### config.mk
export PLATFORM = sky130hd
export DESIGN_NAME = ps2_mouse_packet_tracker_core
export DESIGN_NICKNAME = d
export VERILOG_FILES = /design/src/sv/ps2mpt_pkg.sv /design/src/sv/ps2mpt_clamp.sv /design/src/sv/ps2_mouse_packet_tracker_core.sv
export SDC_FILE = /design/constraint.sdc
export NUM_CORES = 1
export LEC_CHECK = 0
export ABC_AREA = 1
export BUFFER_PORTS_ARGS = -buffer_cell sky130_fd_sc_hd__clkbuf_2
export CAP_MARGIN = 40
export CELL_PAD_IN_SITES_DETAIL_PLACEMENT = 1
export CELL_PAD_IN_SITES_GLOBAL_PLACEMENT = 2
export CORE_MARGIN = 1
export CORE_UTILIZATION = 25
export CTS_BUF_LIST = sky130_fd_sc_hd__clkbuf_4 sky130_fd_sc_hd__clkbuf_8
export DETAILED_ROUTE_END_ITERATION = 8
export GPL_ROUTABILITY_DRIVEN = 0
export PLACE_DENSITY_LB_ADDON = 0.1
export SLEW_MARGIN = 20
export SYNTH_ARGS = -nofsm -noshare
export SYNTH_HDL_FRONTEND = slang
export SYNTH_SLANG_ARGS = --single-unit
### constraint.sdc
create_clock -name clk -period 4.77 [get_ports clk]
set_input_delay 0 -clock clk [delete_from_list [all_inputs] [get_ports clk]]
set_output_delay 0 -clock clk [all_outputs]
set_load 0.02 [all_outputs]
### src/sv/ps2mpt_pkg.sv
package ps2mpt_pkg;

	// Cursor coordinate width
	localparam int COORD_BITS = 12;
	// Screen size register width
	localparam int SIZE_W = 13;
	// Signed step into the clamp unit: covers -256..256
	localparam int STEP_W = 10;
	// Working width of the move-and-clamp arithmetic
	localparam int CMP_W = ((COORD_BITS > SIZE_W) ? COORD_BITS : SIZE_W) + 2;

	// Configuration port
	localparam int ADDR_W = 3;
	localparam int DATA_W = 32;

	typedef enum logic [0:0] {
		REG_SCREEN_WIDTH  = 1'b0,
		REG_SCREEN_HEIGHT = 1'b1
	} reg_idx_t;

	localparam logic [SIZE_W-1:0] WIDTH_RST  = SIZE_W'(800);
	localparam logic [SIZE_W-1:0] HEIGHT_RST = SIZE_W'(600);
	localparam logic [COORD_BITS-1:0] CURSOR_RST = COORD_BITS'(50);

	typedef logic [COORD_BITS-1:0] coord_t;
	typedef logic [SIZE_W-1:0] size_t;
	typedef logic signed [STEP_W-1:0] step_t;

endpackage

### src/sv/ps2mpt_clamp.sv
module ps2mpt_clamp (
	input  ps2mpt_pkg::coord_t pos,
	input  ps2mpt_pkg::step_t  step,
	input  ps2mpt_pkg::size_t  size,
	output ps2mpt_pkg::coord_t result
);
	import ps2mpt_pkg::*;

	localparam logic signed [CMP_W-1:0] CMAX = CMP_W'((1 << COORD_BITS) - 1);

	logic signed [CMP_W-1:0] sum;
	logic signed [CMP_W-1:0] lim_raw;
	logic signed [CMP_W-1:0] lim;

	// Upper limit: size minus one, zero for a zero size, capped at coordinate range
	always_comb begin
		lim_raw = (size == '0) ? '0 : $signed(CMP_W'(size - SIZE_W'(1)));
		lim     = (lim_raw > CMAX) ? CMAX : lim_raw;
	end

	// Move and clamp to [0, lim]
	always_comb begin
		sum = $signed(CMP_W'(pos)) + CMP_W'(step);
		if (sum < 0) begin
			result = '0;
		end else if (sum > lim) begin
			result = lim[COORD_BITS-1:0];
		end else begin
			result = sum[COORD_BITS-1:0];
		end
	end

endmodule

### src/sv/ps2_mouse_packet_tracker_core.sv
// Channel   Handshake                   Payload
// in        in_valid / in_ready         data_byte
// out       out_valid / out_ready       pos_x, pos_y, delta_x, delta_y, button_bits
// config    APB psel/penable/pready     paddr, pwdata, prdata
//
// One byte is taken per cycle while in_ready is high; the third byte of a
// packet produces a result in the output register in the next cycle. Cursor
// move and clamp is one add and compare per axis ahead of that register.
// Reset clears the byte counter, the output valid, the cursor (50, 50) and the
// screen size registers (800 x 600).
// A held result stalls only a third byte; header and X bytes are still taken.
module ps2_mouse_packet_tracker_core (
	input  logic                          clk,
	input  logic                          arst_n,
	input  logic                          in_valid,
	output logic                          in_ready,
	input  logic [7:0]                    data_byte,
	output logic                          out_valid,
	input  logic                          out_ready,
	output logic [ps2mpt_pkg::COORD_BITS-1:0] pos_x,
	output logic [ps2mpt_pkg::COORD_BITS-1:0] pos_y,
	output logic signed [8:0]             delta_x,
	output logic signed [8:0]             delta_y,
	output logic [3:0]                    button_bits,
	input  logic                          psel,
	input  logic                          penable,
	input  logic                          pwrite,
	input  logic [ps2mpt_pkg::ADDR_W-1:0] paddr,
	input  logic [ps2mpt_pkg::DATA_W-1:0] pwdata,
	output logic [ps2mpt_pkg::DATA_W-1:0] prdata,
	output logic                          pready
);
	import ps2mpt_pkg::*;

	logic [1:0]      byte_cnt_q;
	logic [7:0]      header_q;
	logic [7:0]      x_byte_q;
	coord_t          cursor_x_q;
	coord_t          cursor_y_q;
	size_t           width_q;
	size_t           height_q;

	logic            out_valid_q;
	coord_t          pos_x_q;
	coord_t          pos_y_q;
	logic signed [8:0] delta_x_q;
	logic signed [8:0] delta_y_q;
	logic [3:0]      buttons_q;

	logic            in_xfer;
	logic            last_byte;
	logic            pkt_done;
	logic            cfg_wr;
	reg_idx_t        reg_idx;
	logic signed [8:0] dx;
	logic signed [8:0] dy;
	step_t           step_x;
	step_t           step_y;
	logic [3:0]      buttons;
	coord_t          next_x;
	coord_t          next_y;

	// Handshake
	assign last_byte = (byte_cnt_q == 2'd2);
	assign in_ready  = !last_byte || !out_valid_q || out_ready;
	assign in_xfer   = in_valid && in_ready;
	assign pkt_done  = in_xfer && last_byte;

	// Packet decode: 9-bit deltas from header sign bits, button remap
	assign dx      = $signed({header_q[4], x_byte_q});
	assign dy      = $signed({header_q[5], data_byte});
	assign step_x  = STEP_W'(dx);
	assign step_y  = -STEP_W'(dy);
	assign buttons = {header_q[2], 1'b0, header_q[1], header_q[0]};

	ps2mpt_clamp u_clamp_x (
		.pos    (cursor_x_q),
		.step   (step_x),
		.size   (width_q),
		.result (next_x)
	);

	ps2mpt_clamp u_clamp_y (
		.pos    (cursor_y_q),
		.step   (step_y),
		.size   (height_q),
		.result (next_y)
	);

	// Byte counter and cursor
	always_ff @(posedge clk or negedge arst_n) begin
		if (!arst_n) begin
			byte_cnt_q <= '0;
			cursor_x_q <= CURSOR_RST;
			cursor_y_q <= CURSOR_RST;
		end else if (in_xfer) begin
			byte_cnt_q <= last_byte ? 2'd0 : byte_cnt_q + 2'd1;
			if (last_byte) begin
				cursor_x_q <= next_x;
				cursor_y_q <= next_y;
			end
		end
	end

	// Stored header and X bytes
	always_ff @(posedge clk) begin
		if (in_xfer && byte_cnt_q == 2'd0) begin
			header_q <= data_byte;
		end
		if (in_xfer && byte_cnt_q == 2'd1) begin
			x_byte_q <= data_byte;
		end
	end

	// Output register valid
	always_ff @(posedge clk or negedge arst_n) begin
		if (!arst_n) begin
			out_valid_q <= 1'b0;
		end else if (pkt_done) begin
			out_valid_q <= 1'b1;
		end else if (out_ready) begin
			out_valid_q <= 1'b0;
		end
	end

	// Output register payload
	always_ff @(posedge clk) begin
		if (pkt_done) begin
			pos_x_q   <= next_x;
			pos_y_q   <= next_y;
			delta_x_q <= dx;
			delta_y_q <= dy;
			buttons_q <= buttons;
		end
	end

	assign out_valid   = out_valid_q;
	assign pos_x       = pos_x_q;
	assign pos_y       = pos_y_q;
	assign delta_x     = delta_x_q;
	assign delta_y     = delta_y_q;
	assign button_bits = buttons_q;

	// Configuration registers
	assign pready  = 1'b1;
	assign cfg_wr  = psel && penable && pwrite && pready;
	assign reg_idx = reg_idx_t'(paddr[2]);

	always_ff @(posedge clk or negedge arst_n) begin
		if (!arst_n) begin
			width_q  <= WIDTH_RST;
			height_q <= HEIGHT_RST;
		end else if (cfg_wr) begin
			unique case (reg_idx)
				REG_SCREEN_WIDTH:  width_q  <= pwdata[SIZE_W-1:0];
				REG_SCREEN_HEIGHT: height_q <= pwdata[SIZE_W-1:0];
				default: ;
			endcase
		end
	end

	// Register read
	always_comb begin
		unique case (reg_idx)
			REG_SCREEN_WIDTH:  prdata = DATA_W'(width_q);
			REG_SCREEN_HEIGHT: prdata = DATA_W'(height_q);
			default:           prdata = '0;
		endcase
	end

	// A completed packet always leaves a result behind
	a_pkt_result: assert property (@(posedge clk) disable iff (!arst_n)
		pkt_done |=> out_valid_q)
		else $error("completed packet left no result");

	// Cursor moves only on a completed packet
	a_cursor_hold: assert property (@(posedge clk) disable iff (!arst_n)
		!pkt_done |=> ($stable(cursor_x_q) && $stable(cursor_y_q)))
		else $error("cursor moved without a packet");

	// A taken result with no new packet drains the output register
	a_drain: assert property (@(posedge clk) disable iff (!arst_n)
		(out_valid_q && out_ready && !pkt_done) |=> !out_valid_q)
		else $error("result repeated");

	// Byte counter never reaches three
	a_cnt_range: assert property (@(posedge clk) disable iff (!arst_n)
		byte_cnt_q != 2'd3)
		else $error("byte counter out of range");

	// Output pos matches cursor after a packet
	a_pos_track: assert property (@(posedge clk) disable iff (!arst_n)
		pkt_done |=> (pos_x_q == cursor_x_q && pos_y_q == cursor_y_q))
		else $error("reported position differs from cursor");

endmodule
==> results of run 1 <==
## critical path, delay by kind of cell, from the launching register on
kind | cells | cell delay [ns]
and+or+nand+nor | 11 | 1.55
AOI/OAI and AO/OA | 4 | 0.73
adders and majority gates | 2 | 0.67
DFF | 1 | 0.40
xor gates and xnor gates | 1 | 0.27
buffers and inverters | 2 | 0.23
## per-layer routing
metal  global-route usage  part of all wire
met1                0.234              0.54
met2                0.246              0.43
met3               0.0191             0.022
met4               0.0299            0.0090
met5                    0                 0
## kinds of logic after synthesis
kind of cell / count (synthesis)
other cells: 2
xor+xnor: 29
simple gates: 432
compound gates: 117
fa+ha+maj: 58
buf+inv: 175
flops: 111
## cells in the mapped netlist (6+ instances only)
cell      number  share of area
nand3_1       44          0.030
clkbuf_1      19         0.0097
o21bai_1       6         0.0061
xor2_1        24          0.029
o21ai_0       50          0.034
ha_1          56          0.095
nand2_1      257           0.13
nor2_1        60          0.031
buf_4         23          0.023
nand4_1       41          0.035
dfstp_2       13          0.046
a31oi_1        9         0.0077
nor3_1         6         0.0041
inv_1        126          0.064
dfrtp_1       40           0.14
edfxtp_1      58           0.24
a21oi_1       44          0.030
## layout make-up
| type | instances | area (µm²) | share of cell area |
|---|---|---|---|
| flip-flops and latches | 111 | 3080 | 0.355 |
| clock inverters | 7 | 72.6 | 0.00836 |
| well taps | 384 | 480 | 0.0554 |
| repair buffers | 130 | 841 | 0.0969 |
| multi-input cells | 657 | 3590 | 0.414 |
| clock buffers | 9 | 124 | 0.0143 |
| inverters | 128 | 480 | 0.0554 |
## power by group
group | internal (mW) | switching [mW] | total [mW]
Sequential | 1.34 | 0.170 | 1.51
Combinational | 1.11 | 2.23 | 3.34
Clock | 0.210 | 0.399 | 0.609
Total | 2.66 | 2.80 | 5.46
## sequential cells by signal, indices dropped and copies added, names as in the netlist, 2 cells and up
signal	flops
pos_y	12
cursor_y_q	12
delta_x	9
pos_x	12
header_q	5
cursor_x_q	12
button_bits	3
width_q	13
x_byte_q	8
delta_y	9
byte_cnt_q	2
height_q	13
## how the worst max path moves through the flow
stage	from	to	slack, ns
final	cursor_y_q[2]	pos_y[4]	0.79
after global routing	width_q[0]	cursor_x_q[10]	0.28
after CTS	cursor_y_q[2]	pos_y[4]	0.71
after detailed placement	cursor_y_q[2]	pos_y[4]	0.76
after global placement	height_q[0]	pos_y[5]	0.73
after floorplan	cursor_x_q[2]	pos_x[11]	1.25
## stage by stage
step                worst slack [ns]  hold slack, ns   util
floorplan                       1.25          -0.296      -
global placement               0.729           0.212  0.284
detailed placement             0.759          0.0427  0.285
CTS                            0.709           0.131  0.300
global route                   0.278          0.0535  0.301
finish                         0.795          0.0630  0.301
## what timing repair did
action,4_1_cts,5_1_grt
setup endpoints to repair,0,0
hold buffers,24,0
endpoints found under the hold margin,94,0
resized for setup,0,0
==> flow_summary.json, run 1 <==
{
  "synth.ff_latch_count": 111,
  "min_period_ns": 3.98,
  "start_kind": "flip-flop",
  "synth_edf_count": 58,
  "holdPathStages": 4,
  "postSynthCellCount": 924,
  "grt_pass1_vias": 6439,
  "hp-start": "penable",
  "cts_tree": "built",
  "clock-root-buffer": "clkbuf_8",
  "grt_setup_unrepaired": "false",
  "first_pass_iters": 4,
  "synth_cell_types": 37,
  "p_leak_nw": 4.38,
  "max_freq_ghz": 0.252,
  "grt_overflow": 0,
  "cp-end-kind": "flip-flop",
  "setup_violations": 0,
  "drive_above_1_share": 0.150,
  "syn_area_mm2": 0.00736,
  "reg2reg_setup_slack_ns": 0.79,
  "crit_top_cell": "nand2_1",
  "antenna_cells": 0,
  "grt_max_degree": 46,
  "cp_max_fo": 13,
  "final_nets": 1145,
  "synth.area.mux_share": 0,
  "path_clk_slew_ns": 0.13,
  "ant_nets": 0,
  "place_inst": 1384,
  "via_per_inst": 4.41,
  "final_common_cell": "nand2_1",
  "min_period_over_period": 0.833,
  "worst_pin_slew_ns": 0.596,
  "r2r_end": "pos_y[4]",
  "vdd_drop_max_mv": 0.148,
  "finalPower_mw": 5.46,
  "rows": 62,
  "clock_latency_ns": 0.41,
  "drt_iter0_drc": 276,
  "area_delta_synth_final_pct": 17.9,
  "skew_ns": 0.0292,
  "worstReg2RegStart": "cursor_y_q[2]",
  "final_cell_mix": "257 x nand2_1, 125 x inv_1, 88 x clkbuf_2",
  "grt_use_total": 0.158,
  "ys_seq_area_frac": 0.419,
  "drv_slew": 0,
  "drt_wl_total_mm": 22.9,
  "hold_class": "in2reg",
  "synth_simple_gate_area_frac": 0.256,
  "grt_pass1_wl_mm": 36.8,
  "cp_cell_sequence": "ha_1, nand2_1, nand2_1, a31oi_1, inv_1, a21o_1, nand2_1, nand2_1, a21oi_1, xor2_1, inv_1, ha_1, nand4_1, nor4_1, a31oi_1, nand2_2, nand2_2, nand2_1, nand2_1, nor2_1",
  "maxCapViolCount": 0,
  "relSlewSlack": 0.603,
  "slowest_stage": "dfrtp_1",
  "ctsLongestPathBuffers": 2,
  "critical_path_class": "reg2reg",
  "reg2reg_depth": 20,
  "hpwl_mm": 17.9,
  "hold_end": "width_q[8]",
  "vias": 6282,
  "post_cts.repair.setup_buffers": 0,
  "slowest_delay_ns": 0.40,
  "die_w_um": 174,
  "wire_per_inst_um": 16.1,
  "synthXorXnorAreaFrac": 0.0355,
  "port_buffers": 88,
  "die-height_um": 174,
  "setup_tns_ns": 0,
  "die_area_mm2": 0.0301,
  "ys.warnings.count": 0,
  "instances_no_fill": 1426,
  "synthArstFlopShare": 0.477,
  "final_area_mm2": 0.00868,
  "arrival_ns": 4.23,
  "dpl_cell_area_mm2": 0.00821,
  "numCtsBuffers": 9,
  "antenna_found_initial": 0,
  "synth_top_flop_cell": "edfxtp_1",
  "cts.sinks": 111,
  "cts.htree.levels": 3,
  "synth_top_family_by_area": "simple AND/OR/NAND/NOR gates",
  "cp.required_ns": 5.02,
  "synth_compound_area_frac": 0.0854,
  "syn_area_per_cell_um2": 7.96,
  "outcome": "finished, final reports clean",
  "start_util": 0.255,
  "core_mm2": 0.0289,
  "power_density_mw_per_mm2": 629,
  "drc": 0,
  "ios": 131,
  "finalHoldViolCount": 0,
  "nFillCells": 3523,
  "synth_fa_ha_area_frac": 0.101
}
Note: power is estimated with default switching activity, not from simulation.
==> run 2, diff against run 1 <==
==> constraint.sdc (replaced) <==
create_clock -name clk -period 3.3 [get_ports clk]
set_input_delay 0 -clock clk [delete_from_list [all_inputs] [get_ports clk]]
set_output_delay 0 -clock clk [all_outputs]
set_load 0.02 [all_outputs]
==> run 2 against run 1 <==
  * The flow now finishes with violations (negative setup slack)
  * Worst hold slack improved by 0.072 ns
  * Combinational power grew to 2.5 times the previous value
  * Die area did not move
  * Total power up 110%
==> flow_summary.json, run 2 (synthesis results as in run 1) <==
{
  "outcome": "finished with violations",
  "violations": "negative setup slack",
  "drive_above_1_share": 0.430,
  "reg2reg_setup_slack_ns": -0.15,
  "die_w_um": 174,
  "dpl_cell_area_mm2": 0.00933,
  "arrival_ns": 3.62,
  "area_delta_synth_final_pct": 54.0,
  "finalHoldViolCount": 0,
  "cp_max_fo": 8,
  "final_nets": 1332,
  "drc": 0,
  "power_density_mw_per_mm2": 1010,
  "cts.sinks": 111,
  "die-height_um": 174,
  "p_leak_nw": 5.50,
  "cts_tree": "built",
  "antenna_cells": 0,
  "drt_wl_total_mm": 26.4,
  "first_pass_iters": 4,
  "via_per_inst": 4.42,
  "gr-usage-met2": 0.283,
  "wire_per_inst_um": 16.4,
  "grt_pass1_vias": 7178,
  "skew_ns": 0.0236,
  "ctsLongestPathBuffers": 2,
  "final_cell_mix": "204 x nand2_1, 184 x buf_4, 112 x inv_1",
  "use_met3": 0.0182,
  "setup_ws_ns": -0.146,
  "critical_path_class": "reg2reg",
  "clock_latency_ns": 0.41,
  "vias": 7127,
  "cp-end-kind": "flip-flop",
  "cp_cell_sequence": "ha_4, nand2_2, nand2_2, a31oi_4, inv_2, a21o_1, nand2_1, nand2_2, a21oi_2, xor2_2, inv_2, ha_4, nand4_1, nor4_4, a31oi_4, nand2_4, buf_12, nand3_2, nand2_1, nor2_1",
  "grt_pass1_wl_mm": 40.7,
  "nFillCells": 3448,
  "slowest_delay_ns": 0.43,
  "cp.required_ns": 3.47,
  "core_mm2": 0.0289,
  "grt_use_met1": 0.251,
  "relSlewSlack": 0.462,
  "start_kind": "flip-flop",
  "slowest_stage": "dfrtp_1",
  "busiest_layer": "met2",
  "reg2reg_depth": 20,
  "worst_pin_slew_ns": 0.805,
  "setup_violations": 31,
  "final_area_mm2": 0.0113,
  "antenna_found_initial": 0,
  "clock-root-buffer": "clkbuf_8",
  "hpwl_mm": 19.8,
  "grt_setup_unrepaired": "true",
  "path_clk_slew_ns": 0.14,
  "ios": 131,
  "hold_class": "in2async",
  "die_area_mm2": 0.0301,
  "grt_max_degree": 48,
  "place_inst": 1526,
  "worstReg2RegStart": "cursor_y_q[2]",
  "vdd_drop_max_mv": 0.341,
  "numCtsBuffers": 9,
  "port_buffers": 88,
  "rows": 62,
  "grt_use_total": 0.175,
  "drt_iter0_drc": 289,
  "ant_nets": 0,
  "crit_top_cell": "nand2_2",
  "path_buf_inv": 3,
  "grt_overflow": 0,
  "critPathTopFamily": "simple AND/OR/NAND/NOR gates",
  "start_util": 0.255,
  "drv_slew": 0,
  "min_period_over_period": 1.04,
  "min_period_ns": 3.45,
  "maxCapViolCount": 0,
  "max_freq_ghz": 0.290,
  "cts.htree.levels": 3,
  "final_common_cell": "nand2_1",
  "r2r_end": "pos_y[3]",
  "instances_no_fill": 1613,
  "reg_top3": "height_q x13, width_q x13"
}
-- run 2: how the worst max path moves through the flow --
stage / start / endpoint / slack, ns / depth (start not counted)
floorplan: cursor_x_q[4] / pos_x[11] / 0.008 / 21
global placement: cursor_y_q[0] / pos_y[11] / -0.32 / 22
detailed placement: cursor_y_q[2] / pos_y[8] / -0.31 / 20
CTS: cursor_y_q[2] / pos_y[11] / -0.14 / 20
global route: cursor_y_q[2] / pos_y[3] / -0.32 / 20
finish: cursor_y_q[2] / pos_y[3] / -0.15 / 20
-- run 2: metrics by stage --
stage	utilization	total power [mW]	setup TNS (ns)	worst slack (ns)	hold slack [ns]
2_1_floorplan	-	5.71	0	0.00765	-0.296
3_3_place_gp	0.323	8.18	-8.45	-0.324	0.0842
3_5_place_dp	0.323	8.20	-8.81	-0.311	0.0847
4_1_cts	0.364	10.3	-2.60	-0.136	0.136
5_1_grt	0.393	12.4	-10.01	-0.321	0.175
6_report	0.393	11.4	-2.02	-0.146	0.135
-- run 2: metal layers --
metal,wire length [µm],up-vias
li1,-,3577
met1,13100,3427
met2,12500,106
met3,640,17
met4,240,0
met5,0,-
-- run 2: repair_timing --
item	4_1_cts	5_1_grt
endpoints found under the hold margin	67	0
setup endpoints to repair	48	48
cloned	2	1
gates resized for setup	127	127
setup buffers	19	25
pin swaps	64	90
hold buffers	24	0
-- run 2: worst register-to-register path, delay by kind of cell (launching register included) --
family / cells / cell delay [ns]
simple gates: 10 / 1.05
buf+inv: 3 / 0.31
flops: 1 / 0.43
xor+xnor: 1 / 0.23
compound gates: 4 / 0.68
fa+ha+maj: 2 / 0.52
-- run 2: layout make-up --
class / count / area [µm²] / share of cell area
multi-input combinational: 657 / 4750 / 0.419
sequential: 111 / 3090 / 0.272
timing repair buffer: 317 / 2330 / 0.206
inverter: 128 / 483 / 0.0426
tap: 384 / 480 / 0.0424
clock buffer: 9 / 124 / 0.0109
clock inverter: 7 / 71.3 / 0.00629
-- run 2: report_power, final --
group / switching [mW] / internal (mW) / leakage [nW]
Sequential: 0.245 / 1.94 / 1.18
Combinational: 4.61 / 3.75 / 4.22
Clock: 0.580 / 0.298 / 0.0979
Total: 5.43 / 5.99 / 5.50
